<file path="config.mk">
export PLATFORM = sky130hd
export DESIGN_NAME = kway_ordered_stream_merge
export DESIGN_NICKNAME = d
export VERILOG_FILES = /design/src/hdl/kwm_pkg.sv /design/src/hdl/kwm_ram.sv /design/src/hdl/kwm_scan.sv /design/src/hdl/kway_ordered_stream_merge.sv
export VERILOG_INCLUDE_DIRS = /design/src /design/src/hdl
export SDC_FILE = /design/constraint.sdc
export NUM_CORES = 1
export LEC_CHECK = 0
export ABC_CLOCK_PERIOD_IN_PS = 11260
export BUFFER_PORTS_ARGS = -buffer_cell sky130_fd_sc_hd__buf_2
export CAP_MARGIN = 20
export CORE_MARGIN = 1.5
export CORE_UTILIZATION = 61
export DETAILED_ROUTE_END_ITERATION = 6
export GPL_TIMING_DRIVEN = 0
export PLACE_DENSITY = 0.84
export SLEW_MARGIN = 20
export SYNTH_ARGS = -nofsm -noshare
export SYNTH_HDL_FRONTEND = slang
export SYNTH_SLANG_ARGS = --single-unit
</file>
<file path="constraint.sdc">
create_clock -name clk -period 11.26 [get_ports clk]
set_input_delay 0.563 -clock clk [delete_from_list [all_inputs] [get_ports clk]]
set_output_delay 0.563 -clock clk [all_outputs]
set_load 0.01 [all_outputs]
</file>
<file path="src/hdl/assert_macros.svh">
// Assertion macros shared by the merge block RTL.
`ifndef ASSERT_MACROS_SVH
`define ASSERT_MACROS_SVH

`ifndef SYNTH
`define KWM_ASSERT(lbl, prop, msg) \
  lbl: assert property (@(posedge clk) disable iff (!rst_n) prop) else $error(msg);
`define KWM_NEVER(lbl, cond, msg) \
  lbl: assert property (@(posedge clk) disable iff (!rst_n) !(cond)) else $error(msg);
`else
`define KWM_ASSERT(lbl, prop, msg)
`define KWM_NEVER(lbl, cond, msg)
`endif

`endif

</file>
<file path="src/hdl/kwm_pkg.sv">
// Shared constants, codes and state type of the k-way stream merge.
package kwm_pkg;

  localparam int NUM_SOURCES_DEF  = 8;
  localparam int KEY_BITS_DEF     = 63;
  localparam int PAYLOAD_BITS_DEF = 32;
  localparam int ACTIVE_RST       = 8;

  localparam logic REQ_EVENT = 1'b0;
  localparam logic REQ_DONE  = 1'b1;

  typedef enum logic [1:0] {
    ST_IDLE,
    ST_SCAN,
    ST_OUT
  } state_t;

endpackage

</file>
<file path="src/hdl/kwm_ram.sv">
// Generic single-write, single-read RAM with registered read data.
module kwm_ram #(
  parameter int WIDTH = 8,
  parameter int DEPTH = 8
) (
  input  logic                     clk,
  input  logic                     we,
  input  logic [$clog2(DEPTH)-1:0] waddr,
  input  logic [WIDTH-1:0]         wdata,
  input  logic [$clog2(DEPTH)-1:0] raddr,
  output logic [WIDTH-1:0]         rdata
);

  logic [WIDTH-1:0] mem_r [DEPTH];
  logic [WIDTH-1:0] rdata_r;

  always_ff @(posedge clk) begin
    if (we) begin
      mem_r[waddr] <= wdata;
    end
    rdata_r <= mem_r[raddr];
  end

  assign rdata = rdata_r;

endmodule

</file>
<file path="src/hdl/kwm_scan.sv">
// Sequential minimum search over the head memory, one entry per cycle.
module kwm_scan #(
  parameter int NUM_SOURCES  = kwm_pkg::NUM_SOURCES_DEF,
  parameter int KEY_BITS     = kwm_pkg::KEY_BITS_DEF,
  parameter int PAYLOAD_BITS = kwm_pkg::PAYLOAD_BITS_DEF,
  localparam int SRC_W       = $clog2(NUM_SOURCES)
) (
  input  logic                    clk,
  input  logic                    rst_n,
  input  logic                    start,
  input  logic [SRC_W-1:0]        last_idx,
  input  logic [NUM_SOURCES-1:0]  head_valid,
  output logic [SRC_W-1:0]        rd_addr,
  input  logic [KEY_BITS-1:0]     rd_key,
  input  logic [PAYLOAD_BITS-1:0] rd_payload,
  output logic                    done,
  output logic [KEY_BITS-1:0]     best_key,
  output logic [PAYLOAD_BITS-1:0] best_payload,
  output logic [SRC_W-1:0]        best_src
);

  logic                    busy_r, busy_nxt;
  logic [SRC_W-1:0]        scan_r, scan_nxt;
  logic                    cmp_vld_r, cmp_vld_nxt;
  logic                    cmp_last_r, cmp_last_nxt;
  logic [SRC_W-1:0]        cmp_src_r, cmp_src_nxt;
  logic                    any_r, any_nxt;
  logic                    done_r, done_nxt;
  logic [KEY_BITS-1:0]     best_key_r, best_key_nxt;
  logic [PAYLOAD_BITS-1:0] best_pay_r, best_pay_nxt;
  logic [SRC_W-1:0]        best_src_r, best_src_nxt;

  always_comb begin
    busy_nxt     = busy_r;
    scan_nxt     = scan_r;
    cmp_vld_nxt  = 1'b0;
    cmp_last_nxt = 1'b0;
    cmp_src_nxt  = scan_r;
    any_nxt      = any_r;
    best_key_nxt = best_key_r;
    best_pay_nxt = best_pay_r;
    best_src_nxt = best_src_r;
    done_nxt     = cmp_vld_r && cmp_last_r;
    if (start) begin
      busy_nxt = 1'b1;
      scan_nxt = '0;
      any_nxt  = 1'b0;
    end else if (busy_r) begin
      cmp_vld_nxt  = 1'b1;
      cmp_last_nxt = (scan_r == last_idx);
      if (scan_r == last_idx) begin
        busy_nxt = 1'b0;
      end else begin
        scan_nxt = scan_r + SRC_W'(1);
      end
    end
    // later index wins on equal keys
    if (cmp_vld_r && head_valid[cmp_src_r] && (!any_r || rd_key <= best_key_r)) begin
      any_nxt      = 1'b1;
      best_key_nxt = rd_key;
      best_pay_nxt = rd_payload;
      best_src_nxt = cmp_src_r;
    end
  end

  always_ff @(posedge clk) begin
    if (!rst_n) begin
      busy_r     <= 1'b0;
      cmp_vld_r  <= 1'b0;
      cmp_last_r <= 1'b0;
      done_r     <= 1'b0;
      any_r      <= 1'b0;
    end else begin
      busy_r     <= busy_nxt;
      cmp_vld_r  <= cmp_vld_nxt;
      cmp_last_r <= cmp_last_nxt;
      done_r     <= done_nxt;
      any_r      <= any_nxt;
    end
    scan_r     <= scan_nxt;
    cmp_src_r  <= cmp_src_nxt;
    best_key_r <= best_key_nxt;
    best_pay_r <= best_pay_nxt;
    best_src_r <= best_src_nxt;
  end

  assign rd_addr      = scan_r;
  assign done         = done_r;
  assign best_key     = best_key_r;
  assign best_payload = best_pay_r;
  assign best_src     = best_src_r;

endmodule

</file>
<file path="src/hdl/kway_ordered_stream_merge.sv">
// Top level of the k-way ordered stream merge.
//
//   port group | direction | transfer when      | carries
//   in_*       | input     | in_valid & !stall  | source event or exhaustion
//   out_*      | output    | out_valid & !stall | merged event, need mask, done
//   cfg_*      | input     | cfg_wr_en          | active source count
//
// An item without emission goes from ST_IDLE to ST_OUT; an item that emits first passes
// through ST_SCAN, which reads the head RAM one entry per cycle for each active source.
// A result waiting on out_stall does not block the next input transfer.
// Synchronous active-low reset clears all heads and finished marks; no RAM clear.
// Head RAM entries only enter the minimum while the matching valid bit is set.
`include "assert_macros.svh"

module kway_ordered_stream_merge #(
  parameter int NUM_SOURCES  = kwm_pkg::NUM_SOURCES_DEF,
  parameter int KEY_BITS     = kwm_pkg::KEY_BITS_DEF,
  parameter int PAYLOAD_BITS = kwm_pkg::PAYLOAD_BITS_DEF,
  localparam int SRC_W       = $clog2(NUM_SOURCES),
  localparam int CNT_W       = $clog2(NUM_SOURCES + 1)
) (
  input  logic                    clk,
  input  logic                    rst_n,
  input  logic                    cfg_wr_en,
  input  logic [CNT_W-1:0]        cfg_active_sources,
  input  logic                    in_valid,
  output logic                    in_stall,
  input  logic                    in_req_type,
  input  logic [SRC_W-1:0]        in_source_index,
  input  logic [KEY_BITS-1:0]     in_event_key,
  input  logic [PAYLOAD_BITS-1:0] in_event_payload,
  output logic                    out_valid,
  input  logic                    out_stall,
  output logic                    out_emitted,
  output logic [KEY_BITS-1:0]     out_key,
  output logic [PAYLOAD_BITS-1:0] out_payload,
  output logic [SRC_W-1:0]        out_source,
  output logic [NUM_SOURCES-1:0]  out_need_mask,
  output logic                    out_all_done
);

  localparam int RAM_W   = KEY_BITS + PAYLOAD_BITS;
  localparam int CNT_RST = (kwm_pkg::ACTIVE_RST < NUM_SOURCES) ?
                           kwm_pkg::ACTIVE_RST : NUM_SOURCES;

  kwm_pkg::state_t state_r, state_nxt;

  logic [CNT_W-1:0]        cnt_r, cnt_nxt;
  logic [NUM_SOURCES-1:0]  head_valid_r, head_valid_nxt;
  logic [NUM_SOURCES-1:0]  fin_r, fin_nxt;
  logic                    emit_r, emit_nxt;

  logic                    out_valid_r, out_valid_nxt;
  logic                    out_emit_r, out_emit_nxt;
  logic [KEY_BITS-1:0]     out_key_r, out_key_nxt;
  logic [PAYLOAD_BITS-1:0] out_pay_r, out_pay_nxt;
  logic [SRC_W-1:0]        out_src_r, out_src_nxt;
  logic [NUM_SOURCES-1:0]  out_need_r, out_need_nxt;
  logic                    out_done_r, out_done_nxt;

  logic                    accept;
  logic                    out_free;
  logic                    load;
  logic                    scan_start;
  logic                    src_ok;
  logic                    wr_ok;
  logic                    emit_upd;
  logic [NUM_SOURCES-1:0]  act_mask;
  logic [NUM_SOURCES-1:0]  valid_upd;
  logic [NUM_SOURCES-1:0]  fin_upd;
  logic [NUM_SOURCES-1:0]  clr_mask;
  logic [NUM_SOURCES-1:0]  valid_after;
  logic [NUM_SOURCES-1:0]  need_mask;
  logic                    ram_we;
  logic [SRC_W-1:0]        rd_addr;
  logic [RAM_W-1:0]        rd_data;
  logic                    scan_done;
  logic [KEY_BITS-1:0]     best_key;
  logic [PAYLOAD_BITS-1:0] best_payload;
  logic [SRC_W-1:0]        best_src;

  assign accept   = in_valid && !in_stall;
  assign out_free = !out_valid_r || !out_stall;

  always_comb begin
    for (int i = 0; i < NUM_SOURCES; i++) begin
      act_mask[i] = (CNT_W'(i) < cnt_r);
    end
  end

  // apply the incoming item to the marks
  always_comb begin
    src_ok    = (CNT_W'(in_source_index) < cnt_r);
    wr_ok     = src_ok && (in_req_type == kwm_pkg::REQ_EVENT) &&
                !fin_r[in_source_index] && !head_valid_r[in_source_index];
    valid_upd = head_valid_r;
    fin_upd   = fin_r;
    if (wr_ok) begin
      valid_upd[in_source_index] = 1'b1;
    end
    if (src_ok && (in_req_type == kwm_pkg::REQ_DONE)) begin
      fin_upd[in_source_index] = 1'b1;
    end
    emit_upd = |(valid_upd & act_mask) && !(|(act_mask & ~valid_upd & ~fin_upd));
  end

  // marks after the emitted head leaves
  always_comb begin
    clr_mask           = '0;
    clr_mask[best_src] = emit_r;
    valid_after        = head_valid_r & ~clr_mask;
    need_mask          = act_mask & ~fin_r & ~valid_after;
  end

  always_comb begin
    state_nxt = state_r;
    case (state_r)
      kwm_pkg::ST_IDLE: begin
        if (accept) begin
          state_nxt = emit_upd ? kwm_pkg::ST_SCAN : kwm_pkg::ST_OUT;
        end
      end
      kwm_pkg::ST_SCAN: begin
        if (scan_done) begin
          state_nxt = kwm_pkg::ST_OUT;
        end
      end
      kwm_pkg::ST_OUT: begin
        if (out_free) begin
          state_nxt = kwm_pkg::ST_IDLE;
        end
      end
      default: state_nxt = kwm_pkg::ST_IDLE;
    endcase
  end

  always_comb begin
    in_stall   = 1'b1;
    scan_start = 1'b0;
    ram_we     = 1'b0;
    load       = 1'b0;
    case (state_r)
      kwm_pkg::ST_IDLE: begin
        in_stall   = 1'b0;
        scan_start = in_valid && emit_upd;
        ram_we     = in_valid && wr_ok;
      end
      kwm_pkg::ST_SCAN: begin
        in_stall = 1'b1;
      end
      kwm_pkg::ST_OUT: begin
        load = out_free;
      end
      default: in_stall = 1'b1;
    endcase
  end

  always_comb begin
    cnt_nxt        = cnt_r;
    head_valid_nxt = head_valid_r;
    fin_nxt        = fin_r;
    emit_nxt       = emit_r;
    out_valid_nxt  = out_valid_r && out_stall;
    out_emit_nxt   = out_emit_r;
    out_key_nxt    = out_key_r;
    out_pay_nxt    = out_pay_r;
    out_src_nxt    = out_src_r;
    out_need_nxt   = out_need_r;
    out_done_nxt   = out_done_r;
    if (cfg_wr_en) begin
      if (cfg_active_sources == '0) begin
        cnt_nxt = CNT_W'(1);
      end else if (cfg_active_sources > CNT_W'(NUM_SOURCES)) begin
        cnt_nxt = CNT_W'(NUM_SOURCES);
      end else begin
        cnt_nxt = cfg_active_sources;
      end
    end
    if (accept) begin
      head_valid_nxt = valid_upd;
      fin_nxt        = fin_upd;
      emit_nxt       = emit_upd;
    end
    if (load) begin
      head_valid_nxt = valid_after;
      out_valid_nxt  = 1'b1;
      out_emit_nxt   = emit_r;
      out_key_nxt    = emit_r ? best_key : '0;
      out_pay_nxt    = emit_r ? best_payload : '0;
      out_src_nxt    = emit_r ? best_src : '0;
      out_need_nxt   = need_mask;
      out_done_nxt   = !(|(act_mask & ~(fin_r & ~valid_after)));
    end
  end

  always_ff @(posedge clk) begin
    if (!rst_n) begin
      state_r      <= kwm_pkg::ST_IDLE;
      cnt_r        <= CNT_W'(CNT_RST);
      head_valid_r <= '0;
      fin_r        <= '0;
      emit_r       <= 1'b0;
      out_valid_r  <= 1'b0;
    end else begin
      state_r      <= state_nxt;
      cnt_r        <= cnt_nxt;
      head_valid_r <= head_valid_nxt;
      fin_r        <= fin_nxt;
      emit_r       <= emit_nxt;
      out_valid_r  <= out_valid_nxt;
    end
    out_emit_r <= out_emit_nxt;
    out_key_r  <= out_key_nxt;
    out_pay_r  <= out_pay_nxt;
    out_src_r  <= out_src_nxt;
    out_need_r <= out_need_nxt;
    out_done_r <= out_done_nxt;
  end

  kwm_ram #(
    .WIDTH (RAM_W),
    .DEPTH (NUM_SOURCES)
  ) u_head_ram (
    .clk   (clk),
    .we    (ram_we),
    .waddr (in_source_index),
    .wdata ({in_event_key, in_event_payload}),
    .raddr (rd_addr),
    .rdata (rd_data)
  );

  kwm_scan #(
    .NUM_SOURCES  (NUM_SOURCES),
    .KEY_BITS     (KEY_BITS),
    .PAYLOAD_BITS (PAYLOAD_BITS)
  ) u_scan (
    .clk          (clk),
    .rst_n        (rst_n),
    .start        (scan_start),
    .last_idx     (SRC_W'(cnt_r - CNT_W'(1))),
    .head_valid   (head_valid_r),
    .rd_addr      (rd_addr),
    .rd_key       (rd_data[RAM_W-1 -: KEY_BITS]),
    .rd_payload   (rd_data[PAYLOAD_BITS-1:0]),
    .done         (scan_done),
    .best_key     (best_key),
    .best_payload (best_payload),
    .best_src     (best_src)
  );

  assign out_valid     = out_valid_r;
  assign out_emitted   = out_emit_r;
  assign out_key       = out_key_r;
  assign out_payload   = out_pay_r;
  assign out_source    = out_src_r;
  assign out_need_mask = out_need_r;
  assign out_all_done  = out_done_r;

  `KWM_NEVER(a_wr_full_slot, ram_we && head_valid_r[in_source_index], "write into held slot")
  `KWM_ASSERT(a_emit_held, load && emit_r |-> head_valid_r[best_src], "emit of empty slot")
  `KWM_ASSERT(a_done_in_scan, scan_done |-> state_r == kwm_pkg::ST_SCAN, "scan done outside scan")
  `KWM_ASSERT(a_need_after_emit, out_valid_r && out_emit_r |->
              out_need_r[out_src_r] || fin_r[out_src_r], "emitted source not requested")

endmodule

</file>
==> impl_results.md, run 1 <==
* Final instance area at ~48000 um^2
* 1st-pass router iterations at 7
* Crit path required time at approximately 12 ns
* Period minus WS final at approximately 4.0 ns
* Clock Latency Late Sink at between 0.6 and 0.7 ns
* Post-Syn Instances at around 2000
* Final setup violation count at 0
* Port bufs at around 220
* Initial antenna violation count at 27
* First-pass GRT wire length at 145000 um
* Routed wire length at between 90000 and 100000 um
* Avg Cell Area, Syn at 20.2 um^2
* CP Launch Type: flip-flop
* Total Routing Usage GR at around 29%
* Crit Path Max Fanout at 37
* Leakage at roughly 0.017 uW
* Met1 Routed Length at 37000 um
* Hpwl dp at between 60000 and 70000 um
* Comb pwr share at roughly 2.4%
* Core box area at around 67000 um^2
* Overflow after GRT at 0
* Maximum root-to-sink buffer count at 3
* Clock power share at about 44%
* Fin. Hold Viols at 0
* Fmax at 247 MHz
* Routed Antenna Nets at 0
* Fin util at 71.7%
* Max Slew Vio Count at 0
* Clock-pin slew on the worst setup and hold paths at 0.07 ns
* Ports at between 200 and 250
* CTS Sinks at roughly 1100
* Max_cap viols at 0
* Share of post-route cells with drive strength above 1 at around 31%
* Slew Limit Headroom at a little under a quarter
* Die Footprint at 69100 um^2
* Synth Warn # at 0
* Largest net degree at the start of global routing at 59
* TritonCTS buffer count at between 100 and 150
* Max stage delay on crit path at about 0.85 ns
* Internal power at between 6000 and 7000 uW
* Vias in the first global route at 22400
* Async set or reset register ratio after synthesis at 0%
* Seq cells post-synth at ~1100
* Placed cell area at 44500 um^2
* Sum of negative setup slack at 0 ns
* PD cells at ~170 nW/um^2
* Slew @ Worst Pin at between 1 and 1.5 ns
* Cell Chain, Critical Path: inv_1 > ha_1 > nand4_1 > nor4_2 > nand4_1 > a21oi_1 > nor4_1 > a31o_4 > buf_12
* Count of different cell masters after synthesis at 71
* P_sw at 1680 uW
* Root Driver: clkbuf_16
* Post-synthesis cell area at around 41000 um^2
* CTS H-tree depth at 3
* CP endpoint kind: flip-flop
* Non-Filler Instances at roughly 3400
* Final Cycle Share at a little over a third
* CP Class: flip-flop to flip-flop
* Status: finished, final reports clean
* Cts repair resizes at 0
* Starting DRT DRC Count at roughly 2700
* Post-synthesis sequential area ratio at ~77%
* Routed wl met2 at 50100 um
* RSZ-0062 raised after global routing: no
* Area growth syn-to-layout at 16.7%
* CTS tree: built
* Die span in x at between 200 and 300 um
* Main synth FF type: edfxtp_1
* Synth Net Count at about 2200
* Peak supply drop at between 0.1 and 0.15 mV
* HP Class: primary input to flip-flop
* # nets final at 2600
* Detailed-route DRC error count at 0
* Chip Height at approximately 260 um
* Sw frac at between 20% and 30%
* Seq pwr share at about 54%
* CP dominant cell by count: nand4_1
* Filler cells at 3692
* Met3 wire len at ~8400 um
* # hold bufs at CTS at 0
* Crit path DAT at around 4.4 ns
* Starting Density at 61.5%
* Placed cells at between 3000 and 4000
* Setup Buffers After CTS at 0
* Clock Skew at roughly 0.027 ns
* Avg WL per Cell at between 20 and 30 um
* Rows at 95
* RePlAce Congestion at 0.840
* Crit-path slowest cell: nor4_2
* Number of flops mapped to enable cells by yosys at ~970
* Vias after detailed routing at 21600
* Vias per cell at 6.34
* Top sig layer: met5
[power groups by stage]
stage | Combinational, uW | Clock, uW | Sequential, uW
2_1_floorplan | 73.6 | 0 | 4580
3_3_place_gp | 173 | 0 | 4580
3_5_place_dp | 197 | 0 | 4570
4_1_cts | 200 | 3640 | 4480
5_1_grt | 216 | 3800 | 4490
6_report | 202 | 3630 | 4480
[sequential cells by signal, indices dropped and copies added (netlist names), 8 cells and up]
register             count
fin_r                    8
out_payload             32
u_head_ram.mem_r       760
head_valid_r             8
u_scan.best_payload     32
u_scan.best_key         63
out_need_mask            8
out_key                 63
u_head_ram.rdata        95
[synth_stat cells, types with 15 or more instances]
master      n  share of area [%]
nand2_1    30               0.27
inv_1      76               0.69
o21ai_0    30               0.36
nor2_1     41               0.37
nor3_1     19               0.23
edfxtp_1  966                 70
o21a_1     15               0.27
mux2_2     96                2.6
and2_1    102                1.5
buf_2      24               0.29
clkbuf_1   47               0.43
dfxtp_1   130                6.3
nand4_1    18               0.27
mux4_2    192                 10
a21oi_1    40               0.49
ha_1       69                2.1
[worst paths after layout]
path,startpoint,end,slack [ns],depth (start not counted)
worst max-delay path,u_scan.best_key[46],u_scan.best_payload[5],7.21,9
worst min register to register,u_scan.rd_addr[2],u_scan.cmp_src_r[2],0.37,0
worst min-delay path,in_event_payload[22],u_head_ram.mem_r[7][22],0.16,1
worst max register to register,u_scan.best_key[46],u_scan.best_payload[5],7.21,9
[cells in the final DEF, fill, tap and decap left out, types with 18 or more instances in the layout]
cell type	synthesis	final
buf_2	24	239
edfxtp_1	966	966
inv_1	76	75
ha_1	69	69
a21oi_1	40	40
nand4_1	18	18
clkbuf_16	0	101
o21ai_0	30	30
buf_16	0	18
nand2_1	30	30
buf_4	1	28
nor2_1	41	36
mux4_2	192	192
dfxtp_1	130	130
clkbuf_1	47	72
mux2_2	96	96
and2_1	102	102
[stage by stage]
step | total power [uW] | hold slack (ns) | setup WS, ns
floorplan | 4660 | 0.329 | 2.34
global placement | 4760 | 0.339 | -4.93
detailed placement | 4770 | 0.338 | 7.18
CTS | 8320 | 0.133 | 7.31
global route | 8500 | 0.143 | 7.14
finish | 8310 | 0.158 | 7.21
[area by class of cell]
cell class                      count  area (um^2)  area share [%]
Clock inverter                     52          766            1.59
Sequential cell                  1096        31600            65.8
Buffer                             83          408           0.849
Clock buffer                      139         2790            5.80
Inverter                           77          297           0.617
Multi-Input combinational cell    786         8960            18.6
Tap cell                          873         1090            2.27
Timing Repair Buffer              278         2100            4.38
Antenna cell                       17         42.5          0.0885
[critical path, delay by kind of cell (launching register included)]
kind,cells,cell delay [ns]
AND/OR/NAND/NOR,4,1.62
AO/OA/AOI/OAI,2,1.06
flip-flops,1,0.37
buffers and inverters,2,0.35
adder cells (fa/ha/maj),1,0.34
[cell families after synthesis]
family          after synthesis  share of synthesized area, %
mux                         293                          13.3
compound gates              144                          2.34
simple gates                271                          3.69
fa+ha+maj                    72                          2.17
xor+xnor                      6                         0.128
flops                      1096                          76.7
buf+inv                     160                          1.69
[per-layer routing]
metal  track usage (%)  vias up
li1                  -     8936
met1              37.4    11000
met2              47.5     1333
met3              5.73      233
met4              12.4       16
met5                 0        -
Power figures use the tool's default switching activity.
==> run 2: changes to the inputs <==
--- a/config.mk
+++ b/config.mk
@@ -6,7 +6,7 @@
 export SDC_FILE = /design/constraint.sdc
 export NUM_CORES = 1
 export LEC_CHECK = 0
-export ABC_CLOCK_PERIOD_IN_PS = 11260
+export ABC_CLOCK_PERIOD_IN_PS = 4000
 export BUFFER_PORTS_ARGS = -buffer_cell sky130_fd_sc_hd__buf_2
 export CAP_MARGIN = 20
 export CORE_MARGIN = 1.5
==> constraint.sdc (replaced) <==
create_clock -name clk -period 4 [get_ports clk]
set_input_delay 0.2 -clock clk [delete_from_list [all_inputs] [get_ports clk]]
set_output_delay 0.2 -clock clk [all_outputs]
set_load 0.01 [all_outputs]
==> impl_results.md, run 2 (synthesized netlist as in run 1, its figures left out) <==
* Crit path required time at 4.33 ns (-7.32 ns)
* Port bufs at 215 (unchanged)
* Final setup violation count at 0 (unchanged)
* Maximum root-to-sink buffer count at 3 (unchanged)
* Hold Crit Start: in_source_index[1]
* CTS tree: built
* Area growth syn-to-layout at 19.5%
* Period minus WS final at 3.95 ns (-0.101 ns)
* Max stage delay on crit path at 0.43 ns (-0.42 ns)
* CP Class: flip-flop to flip-flop
* TritonCTS buffer count at 101 (unchanged)
* Total Routing Usage GR at 31.7% (+3.0 points)
* Core box area at 67000 um^2 (unchanged)
* Vias per cell at 6.56 (+3.5%)
* CP dominant cell by count: nand4_1
* Most common cell after layout, fill and taps aside: edfxtp_1
* Reg with most FFs: u_head_ram.mem_r
* CTS H-tree depth at 3 (unchanged)
* Placed cells at 3180 (-0.41%)
* Clock Skew at 0.0367 ns (+0.0102 ns)
* Crit-path slowest cell: edfxtp_1
* Routed Antenna Nets at 0 (unchanged)
* Peak supply drop at 0.345 mV (+180%)
* RR Startpoint: u_scan.best_key[46]
* Vias after detailed routing at 22900 (+6.1%)
* Slew @ Worst Pin at 1.09 ns (-0.0564 ns)
* RSZ-0062 raised after global routing: no
* HP Class: primary input to flip-flop
* Slew Limit Headroom at 27.3% (+3.8 points)
* Crit path DAT at 4.28 ns (-0.16 ns)
* CP Launch Type: flip-flop
* CTS Sinks at 1096 (unchanged)
* First-pass GRT wire length at 159000 um (+9.9%)
* Die span in x at 263 um (unchanged)
* Ports at 218 (unchanged)
* Die Footprint at 69100 um^2 (unchanged)
* Min Hold Slack at 0.0407 ns (-0.118 ns)
* Vias in the first global route at 23600 (+5.4%)
* PD cells at 482 nW/um^2 (+180%)
* Leakage at 0.0174 uW (+2.8%)
* RePlAce Congestion at 0.863 (+2.7%)
* Multi-input gate area at 9030 um^2 (+0.77%)
* Root Driver: clkbuf_16
* Sum of negative setup slack at 0 ns (unchanged)
* Filler cells at 3524 (-4.6%)
* Starting DRT DRC Count at 3081 (+15%)
* Register cell area after layout at 31600 um^2 (about the same)
* 1st-pass router iterations at 6 (-1)
* Crit path launch: u_scan.best_key[46]
* Fin. Hold Viols at 0 (unchanged)
* Crit Path Max Fanout at 43 (+16%)
* Clock-pin slew on the worst setup and hold paths at 0.07 ns (about the same)
* Fin util at 73.4% (+1.7 points)
* Routed wire length at 110000 um (+11%)
* Final Cycle Share at 98.7% (+63 points)
* Chip Height at 263 um (unchanged)
* Hpwl dp at 60300 um (-0.49%)
* CP endpoint kind: flip-flop
* Clock Latency Late Sink at 0.68 ns (about the same)
* Non-Filler Instances at 3488 (+2.6%)
* # nets final at 2697 (+3.7%)
* Commonest cells after routing, fill and taps aside: edfxtp_1 (966), buf_2 (239), mux4_2 (192)
* Fmax at 253 MHz (+2.6%)
* Starting Density at 61.5% (unchanged)
* Status: finished, final reports clean
* Max_cap viols at 0 (unchanged)
* Largest register FFs at 760 (unchanged)
* Share of post-route cells with drive strength above 1 at 30.3% (-1.0 points)
* Detailed-route DRC error count at 0 (unchanged)
* Overflow after GRT at 0 (unchanged)
* Max Slew Vio Count at 0 (unchanged)
* Largest net degree at the start of global routing at 64 (+8.5%)
* Cell Chain, Critical Path: inv_1 > ha_1 > nand4_1 > nor4_4 > buf_4 > nand4_1 > o21ai_0 > a32o_1 > a31o_4 > buf_12 > buf_16
* Rows at 95 (unchanged)
* Avg WL per Cell at 31.6 um (+8.5%)
* Initial antenna violation count at 14 (-48%)
run 2: worst paths after layout:
check | cells past startpoint | slack, ns | end
setup / recovery | 11 | 0.05 | u_scan.best_payload[14]
hold reg to reg | 0 | 0.36 | u_scan.cmp_src_r[2]
setup reg to reg | 11 | 0.05 | u_scan.best_payload[14]
hold / removal | 5 | 0.04 | head_valid_r[5]
run 2: critical path: cells and delay by family, from the launching register on:
| family | cells | cell delay, ns |
|---|---|---|
| DFF | 1 | 0.43 |
| and+or+nand+nor | 3 | 0.84 |
| adders and majority gates | 1 | 0.37 |
| buffers and inverters | 4 | 0.86 |
| AOI/OAI and AO/OA | 3 | 1.03 |
run 2: final cells by class:
class / count / share of cell area, %
Buffer: 83 / 0.829
Sequential cell: 1096 / 64.2
Clock inverter: 59 / 1.57
Timing Repair Buffer: 374 / 6.50
Clock buffer: 132 / 5.70
Inverter: 77 / 0.602
Multi-Input combinational cell: 787 / 18.3
Antenna cell: 7 / 0.0356
Tap cell: 873 / 2.22
run 2: where the power goes:
part           total, uW  switching [uW]  leakage (uW)  internal, uW
Combinational        683             418       0.00578           264
Clock              10400            4450       0.00174          5970
Sequential         12600            61.2       0.00987         12600
Total              23700            4930        0.0174         18800
run 2: metal layers:
layer | track usage, % | vias to the layer above | part of all wire, %
li1 | - | 9123 | -
met1 | 39.9 | 11600 | 34
met2 | 52.9 | 1818 | 51
met3 | 7.66 | 352 | 10
met4 | 14.1 | 14 | 4.8
met5 | 0 | - | 0.083
run 2: what timing repair did:
item / 4_1_cts / 5_1_grt
endpoints found under the hold margin: 772 / 0
pin swaps: 0 / 2
gates resized for setup: 4 / 2
buffers inserted: 0 / 1
endpoints found under the setup margin: 67 / 43
cloned: 0 / 1
hold buffers: 108 / 0
run 2: stage by stage:
stage	worst slack [ns]	area, um^2	total power (uW)
3_3_place_gp	-3.55	43400	13400
4_1_cts	0.109	49200	23600
3_5_place_dp	-0.301	44500	13400
5_1_grt	0.0100	49200	24200
2_1_floorplan	-0.530	41200	13100
6_report	0.0512	49200	23700
